`config.mk`:
```
export PLATFORM = sky130hd
export DESIGN_NAME = i2c_master_bit_byte_engine
export DESIGN_NICKNAME = d
export VERILOG_FILES = /design/src/sv/i2cm_pkg.sv /design/src/sv/i2cm_engine.sv /design/src/sv/i2c_master_bit_byte_engine.sv
export SDC_FILE = /design/constraint.sdc
export NUM_CORES = 1
export LEC_CHECK = 0
export ABC_AREA = 1
export BUFFER_PORTS_ARGS = -buffer_cell sky130_fd_sc_hd__buf_2
export CAP_MARGIN = 0
export CORE_ASPECT_RATIO = 1.4
export CORE_MARGIN = 4
export CORE_UTILIZATION = 50
export CTS_CLUSTER_DIAMETER = 40
export CTS_CLUSTER_SIZE = 14
export DETAILED_ROUTE_END_ITERATION = 12
export GPL_ROUTABILITY_DRIVEN = 0
export PLACE_DENSITY = 0.66
export SLEW_MARGIN = 0
export SYNTH_ARGS = -nofsm -noshare
export SYNTH_HDL_FRONTEND = slang
export SYNTH_SLANG_ARGS = --single-unit
```
`constraint.sdc`:
```
create_clock -name clk -period 4.3 [get_ports clk]
set_input_delay 0.43 -clock clk [delete_from_list [all_inputs] [get_ports clk]]
set_output_delay 0.43 -clock clk [all_outputs]
set_load 0.005 [all_outputs]
```
`src/sv/i2cm_pkg.sv`:
```
// ----------------------------------------------------------------------------
// I2C master engine package
// Shared transfer types, command codes and the SDA data-phase helper.
// ----------------------------------------------------------------------------
package i2cm_pkg;

    // Command codes, as carried on the op field
    typedef enum logic [2:0] {
        CMD_IDLE      = 3'd0,
        CMD_START     = 3'd1,
        CMD_WRITE     = 3'd2,
        CMD_READ_ACK  = 3'd3,
        CMD_READ_NACK = 3'd4,
        CMD_STOP      = 3'd5
    } cmd_t;

    // Eight data bits plus the ACK bit
    localparam logic [3:0] BIT_COUNT = 4'd9;
    localparam logic [3:0] DATA_BITS = 4'd8;

    // Reset value of the phase length register
    localparam int unsigned PHASE_TICKS_DEFAULT = 5;

    // Phase positions inside a command
    localparam logic [1:0] PHASE_0 = 2'd0;
    localparam logic [1:0] PHASE_1 = 2'd1;
    localparam logic [1:0] PHASE_2 = 2'd2;

    // Input transfer: one tick, optional command, sampled SDA
    typedef struct packed {
        logic [2:0] op;
        logic [7:0] data;
        logic       sda_in;
    } in_item_t;

    // Result transfer: line drives and status after the tick
    typedef struct packed {
        logic       scl_out;
        logic       sda_out;
        logic       busy_res;
        logic       done_res;
        logic       ack_seen;
        logic [7:0] read_byte;
    } out_item_t;

    // SDA level for the data phase of a bit (SCL low)
    function automatic logic data_phase_sda(cmd_t cmd, logic [3:0] bit_idx, logic msb);
        logic level;
        if (cmd == CMD_WRITE)
            level = (bit_idx < DATA_BITS) ? msb : 1'b1;
        else if (bit_idx < DATA_BITS)
            level = 1'b1;
        else
            level = (cmd == CMD_READ_ACK) ? 1'b0 : 1'b1;
        return level;
    endfunction

endpackage

```
`src/sv/i2cm_engine.sv`:
```
// ----------------------------------------------------------------------------
// I2C master tick engine
// Holds the bus state and advances it by one tick per enabled cycle.
// ----------------------------------------------------------------------------
module i2cm_engine
    import i2cm_pkg::*;
#(
    parameter int TICK_WIDTH = 16
) (
    input  logic                  clk,
    input  logic                  rst_n,
    input  logic                  en,
    input  in_item_t              item,
    input  logic [TICK_WIDTH-1:0] phase_ticks,
    output out_item_t             result
);

    cmd_t                  cmd_reg,   cmd_next;
    logic [1:0]            phase_reg, phase_next;
    logic [TICK_WIDTH-1:0] tick_reg,  tick_next;
    logic [3:0]            bit_reg,   bit_next;
    logic [7:0]            shift_reg, shift_next;
    logic                  ack_reg,   ack_next;
    logic [7:0]            read_reg,  read_next;
    logic                  scl_reg,   scl_next;
    logic                  sda_reg,   sda_next;
    logic                  done;
    logic                  op_valid;

    // Codes 1..5 launch a command; others are no command
    assign op_valid = (item.op >= CMD_START) && (item.op <= CMD_STOP);

    // One tick of the bus sequencer
    always_comb
    begin
        logic [TICK_WIDTH-1:0] tick_inc;
        logic [TICK_WIDTH-1:0] limit;
        logic                  finish;

        cmd_next   = cmd_reg;
        phase_next = phase_reg;
        tick_next  = tick_reg;
        bit_next   = bit_reg;
        shift_next = shift_reg;
        ack_next   = ack_reg;
        read_next  = read_reg;
        scl_next   = scl_reg;
        sda_next   = sda_reg;
        done       = 1'b0;
        finish     = 1'b0;
        tick_inc   = '0;
        limit      = (phase_ticks == '0) ? TICK_WIDTH'(1) : phase_ticks;

        // Launch: the launching tick is the first tick of phase 0
        if (cmd_reg == CMD_IDLE && op_valid)
        begin
            cmd_next   = cmd_t'(item.op);
            phase_next = PHASE_0;
            tick_next  = '0;
            bit_next   = '0;
            unique case (cmd_next)
                CMD_START:
                begin
                    scl_next = 1'b1;
                    sda_next = 1'b1;
                end
                CMD_STOP:
                begin
                    sda_next = 1'b0;
                end
                default:
                begin
                    shift_next = (cmd_next == CMD_WRITE) ? item.data : 8'h00;
                    sda_next   = data_phase_sda(cmd_next, 4'd0, shift_next[7]);
                end
            endcase
        end

        // Phase timer and end-of-phase actions
        if (cmd_next != CMD_IDLE)
        begin
            tick_inc  = tick_next + TICK_WIDTH'(1);
            tick_next = tick_inc;
            if (tick_inc >= limit || tick_inc == '0)
            begin
                tick_next = '0;
                unique case (cmd_next)
                    CMD_START:
                    begin
                        if (phase_next == PHASE_0)
                        begin
                            sda_next   = 1'b0;
                            phase_next = PHASE_1;
                        end
                        else if (phase_next == PHASE_1)
                        begin
                            scl_next   = 1'b0;
                            phase_next = PHASE_2;
                        end
                        else
                        begin
                            sda_next = 1'b1;
                            finish   = 1'b1;
                        end
                    end
                    CMD_STOP:
                    begin
                        if (phase_next == PHASE_0)
                        begin
                            scl_next   = 1'b1;
                            phase_next = PHASE_1;
                        end
                        else if (phase_next == PHASE_1)
                        begin
                            sda_next   = 1'b1;
                            phase_next = PHASE_2;
                        end
                        else
                        begin
                            finish = 1'b1;
                        end
                    end
                    default:
                    begin
                        // Write or read: data phase then SCL-high phase
                        if (phase_next == PHASE_0)
                        begin
                            scl_next   = 1'b1;
                            phase_next = PHASE_1;
                        end
                        else
                        begin
                            if (cmd_next == CMD_WRITE)
                            begin
                                if (bit_next < DATA_BITS)
                                    shift_next = {shift_next[6:0], 1'b0};
                                else
                                    ack_next = ~item.sda_in;
                            end
                            else if (bit_next < DATA_BITS)
                            begin
                                shift_next = {shift_next[6:0], item.sda_in};
                            end
                            scl_next = 1'b0;
                            bit_next = bit_next + 4'd1;
                            if (bit_next >= BIT_COUNT)
                            begin
                                if (cmd_next != CMD_WRITE)
                                    read_next = shift_next;
                                finish = 1'b1;
                            end
                            else
                            begin
                                phase_next = PHASE_0;
                                sda_next   = data_phase_sda(cmd_next, bit_next,
                                                            shift_next[7]);
                            end
                        end
                    end
                endcase
            end
        end

        // Command complete
        if (finish)
        begin
            cmd_next   = CMD_IDLE;
            phase_next = PHASE_0;
            bit_next   = '0;
            done       = 1'b1;
        end
    end

    // Result of this tick
    always_comb
    begin
        result.scl_out   = scl_next;
        result.sda_out   = sda_next;
        result.busy_res  = (cmd_next != CMD_IDLE);
        result.done_res  = done;
        result.ack_seen  = ack_next;
        result.read_byte = read_next;
    end

    // Bus state
    always_ff @(posedge clk or negedge rst_n)
    begin
        if (!rst_n)
        begin
            cmd_reg   <= CMD_IDLE;
            phase_reg <= PHASE_0;
            tick_reg  <= '0;
            bit_reg   <= '0;
            shift_reg <= '0;
            ack_reg   <= 1'b0;
            read_reg  <= '0;
            scl_reg   <= 1'b1;
            sda_reg   <= 1'b1;
        end
        else if (en)
        begin
            cmd_reg   <= cmd_next;
            phase_reg <= phase_next;
            tick_reg  <= tick_next;
            bit_reg   <= bit_next;
            shift_reg <= shift_next;
            ack_reg   <= ack_next;
            read_reg  <= read_next;
            scl_reg   <= scl_next;
            sda_reg   <= sda_next;
        end
    end

endmodule

```
`src/sv/i2c_master_bit_byte_engine.sv`:
```
// ----------------------------------------------------------------------------
// I2C master bit/byte engine
// Tick-driven start/write/read/stop sequencer with registered transfers.
// ----------------------------------------------------------------------------
// Each input transfer is one timing tick: it may carry a command (op) and the
// byte to send, and always carries the sampled SDA level. Each input transfer
// yields exactly one result transfer with the SCL/SDA drives (1 = released),
// busy, a one-tick done pulse, the last ACK seen and the last byte read.
// Commands arriving while busy are ignored.
// cfg_wen/cfg_wdata load the phase length (ticks per bus phase, 0 acts as 1);
// write it only while no transfer is in flight.
// An input transfer passes the input register, the tick logic and the result
// register before its result is valid on out_*. One transfer is taken per
// cycle while out_stall is low; the phase timer compare and increment set
// the path. Reset releases both lines, clears the engine to idle, empties
// both registers and sets the phase length to 5. When out_stall is high the
// result holds, the input register holds one more tick, and in_stall rises
// only when both are full.
// ----------------------------------------------------------------------------
module i2c_master_bit_byte_engine
    import i2cm_pkg::*;
#(
    parameter int TICK_WIDTH = 16
) (
    input  logic                  clk,
    input  logic                  rst_n,
    input  logic                  cfg_wen,
    input  logic [TICK_WIDTH-1:0] cfg_wdata,
    input  logic                  in_valid,
    output logic                  in_stall,
    input  in_item_t              in_item,
    output logic                  out_valid,
    input  logic                  out_stall,
    output out_item_t             out_item
);

    logic [TICK_WIDTH-1:0] phase_ticks_reg;
    logic                  in_valid_reg;
    in_item_t              in_item_reg;
    logic                  out_valid_reg;
    out_item_t             out_item_reg;
    out_item_t             result;
    logic                  advance;

    // A tick is processed when its result has somewhere to go
    assign advance  = in_valid_reg && (!out_valid_reg || !out_stall);
    assign in_stall = in_valid_reg && !advance;

    // Phase length register
    always_ff @(posedge clk or negedge rst_n)
    begin
        if (!rst_n)
            phase_ticks_reg <= TICK_WIDTH'(PHASE_TICKS_DEFAULT);
        else if (cfg_wen)
            phase_ticks_reg <= cfg_wdata;
    end

    // Input register
    always_ff @(posedge clk or negedge rst_n)
    begin
        if (!rst_n)
            in_valid_reg <= 1'b0;
        else if (in_valid && !in_stall)
            in_valid_reg <= 1'b1;
        else if (advance)
            in_valid_reg <= 1'b0;
    end

    always_ff @(posedge clk)
    begin
        if (in_valid && !in_stall)
            in_item_reg <= in_item;
    end

    // Tick logic and bus state
    i2cm_engine #(
        .TICK_WIDTH (TICK_WIDTH)
    ) u_engine (
        .clk         (clk),
        .rst_n       (rst_n),
        .en          (advance),
        .item        (in_item_reg),
        .phase_ticks (phase_ticks_reg),
        .result      (result)
    );

    // Result register
    always_ff @(posedge clk or negedge rst_n)
    begin
        if (!rst_n)
            out_valid_reg <= 1'b0;
        else if (advance)
            out_valid_reg <= 1'b1;
        else if (!out_stall)
            out_valid_reg <= 1'b0;
    end

    always_ff @(posedge clk)
    begin
        if (advance)
            out_item_reg <= result;
    end

    assign out_valid = out_valid_reg;
    assign out_item  = out_item_reg;

endmodule

```
==> impl_metrics.json <==
{
  "status": "complete, no violations",
  "fp.coreArea_um2": 10800,
  "p_per_area_nw_per_um2": 760,
  "ys_ff_latch": 87,
  "antenna_cells": 0,
  "async_flop_share_pct": 71.3,
  "grt_pass1_wl_mm": 22.6,
  "relSlewSlack_pct": 51.1,
  "clock_sinks": 87,
  "crit_start": "in_item_reg[10]",
  "finalPower_mw": 4.75,
  "power.leakage_nw": 3.15,
  "grt_pass1_vias": 4946,
  "final_common_cell": "nand2_1",
  "r2r-end": "out_item[5]",
  "drc": 0,
  "drt-initial-drc-count": 276,
  "totalWireLength_mm": 13.5,
  "maxSlewViolCount": 0,
  "initial_core_util_pct": 50.8,
  "port_buffers": 47,
  "finClkSkew_ns": 0.0113,
  "ys_seq_area_share_pct": 42.0,
  "die_h_um": 132,
  "crit_path_end": "out_item[5]",
  "crit_required_ns": 4.41,
  "clock_latency_ns": 0.35,
  "grt_max_degree": 53,
  "stdcell_area_um2": 6240,
  "cts_max_level": 3,
  "cts_inserted_buffers": 9,
  "start_kind": "flop",
  "grt_util_all_layers_pct": 22.6,
  "row_count": 45,
  "cts.clk_slew.worst_paths_ns": 0.07,
  "drt-pass1-iter-count": 6,
  "dieArea_um2": 12700,
  "cts_tree": "done",
  "postSynthCellCount": 720,
  "antenna_found_initial": 0,
  "syn_area_um2": 5490,
  "ant_nets": 0,
  "fin_nets": 828,
  "via_count": 4942,
  "synth_edf_count": 25,
  "r2r-start": "in_item_reg[10]",
  "grt_overflow": 0,
  "synth.distinct_cells": 41,
  "ctsHoldBuffers": 0,
  "detail_route.wl_per_cell_um": 14.7,
  "areaGrowthSynthToFinish_pct": 13.7,
  "r2r_setup_slack_ns": 0.31,
  "final_cell_mix": "nand2_1, inv_1, nand3_1",
  "hold_viol": 0,
  "drive_gt1_share_pct": 16.7,
  "syn_nets": 775,
  "worst_pin_slew_ns": 0.734,
  "placed_area_um2": 5880,
  "synth_warnings": 0,
  "hp-class": "in -> async",
  "worst_r2r_path_depth": 23,
  "worstPathArrival_ns": 4.10,
  "finalCritPeriodShare_pct": 92.8,
  "worstSetupPathType": "reg -> reg",
  "max_cap_violations": 0,
  "finalCriticalPeriod_ns": 3.99,
  "clockRootBuffer": "clkbuf_16",
  "clk_path_buf_depth": 2,
  "die_x_um": 96.6,
  "whs_ns": 0.137,
  "finalSetupViolations": 0,
  "ioPinCount": 48,
  "cp-end-kind": "flop",
  "syn_avg_cell_area_um2": 7.62,
  "vdd.ir_drop.worst_mv": 0.309,
  "synth_flop_cell": "dfrtp_1",
  "place.detailed.hpwl_mm": 9.87,
  "fmax_mhz": 251,
  "via_per_inst": 5.38,
  "crit_fanout": 12
}
final cells by class:
cell class / count / area, um^2
timing repair buffer: 68 / 405
clock buffer: 11 / 243
multi-input combinational: 489 / 2630
fill: 997 / 4570
tap: 141 / 176
clock inverter: 5 / 41.3
inverter: 118 / 443
sequential: 87 / 2310
what timing repair did:
| action | CTS | global route |
|---|---|---|
| resized for setup | 0 | 9 |
| endpoints found under the hold margin | 0 | 0 |
| setup buffers | 0 | 5 |
| setup endpoints to repair | 0 | 54 |
worst max-delay path: stages, from the launching register on:
cell and delay (ns):
edfxtp_1 0.46, nand2_1 0.15, nand3_1 0.13, nor2_4 0.26, buf_4 0.33, nor2_2 0.08, nand2_1 0.12, nor2_2 0.07
nand2_1 0.07, inv_1 0.06, nand3_1 0.08, nand2_1 0.10, ha_1 0.33, nand2_1 0.06, inv_1 0.07, nand3_1 0.11
nor3_2 0.21, buf_4 0.14, a31oi_2 0.13, nand2_2 0.12, buf_12 0.14, buf_4 0.17, nand4_1 0.12, and2_1 0.22
power by group:
group / switching, mW / internal (mW) / total, mW / leakage [nW]
registers: 0.141 / 1.13 / 1.27 / 1.01
clock network: 0.343 / 0.412 / 0.755 / 0.132
logic: 1.79 / 0.923 / 2.72 / 2.01
total: 2.28 / 2.47 / 4.75 / 3.15
logic make-up after synthesis:
group	after synthesis	synth area share [%]
buf+inv	144	10.7
simple gates	351	30.0
fa+ha+maj	22	5.01
flops	87	42.0
xor+xnor	3	0.479
compound gates	113	11.7
worst min-delay path by stage:
stage	to	slack [ns]	cells after the start
2_1_floorplan	in_valid_reg	0.13	0
3_3_place_gp	u_engine.shift_reg[0]	0.46	2
3_5_place_dp	u_engine.shift_reg[0]	0.46	2
4_1_cts	u_engine.read_reg[2]	0.17	1
5_1_grt	u_engine.read_reg[2]	0.21	1
6_report	u_engine.read_reg[2]	0.14	1
Yosys cell counts, drive strengths merged, types with 5 or more instances:
master / count / share of area [%]
clkbuf: 17 / 1.2
edfxtp: 25 / 14
nor2: 54 / 4.7
buf: 9 / 1.5
inv: 118 / 8.1
a22oi: 12 / 1.6
and2: 8 / 0.91
nand3: 66 / 6.7
ha: 22 / 5.0
nand2: 186 / 13
o22ai: 11 / 1.3
o21ai: 46 / 4.2
nand4: 30 / 3.4
a21oi: 30 / 2.7
dfrtp: 58 / 26
nor3: 5 / 0.96
stage by stage:
| step | worst slack, ns | setup TNS, ns | cells | util (%) |
|---|---|---|---|---|
| floorplan | 0.498 | 0 | 720 | - |
| global placement | 0.291 | 0 | 898 | 54.4 |
| detailed placement | 0.168 | 0 | 898 | 54.4 |
| CTS | 0.145 | 0 | 914 | 57.0 |
| global route | -0.0153 | -0.0171 | 919 | 57.8 |
| finish | 0.308 | 0 | 919 | 57.8 |
layer usage:
metal  routed length [um]  up-vias  track usage, %
met1                 5200     2283            24.9
li1                     -     2475               -
met2                 7190      142            40.3
met4                  602        0            12.2
met3                  520       42            3.43
met5                    0        -               0
No activity file was read; power rests on OpenSTA's default activity.
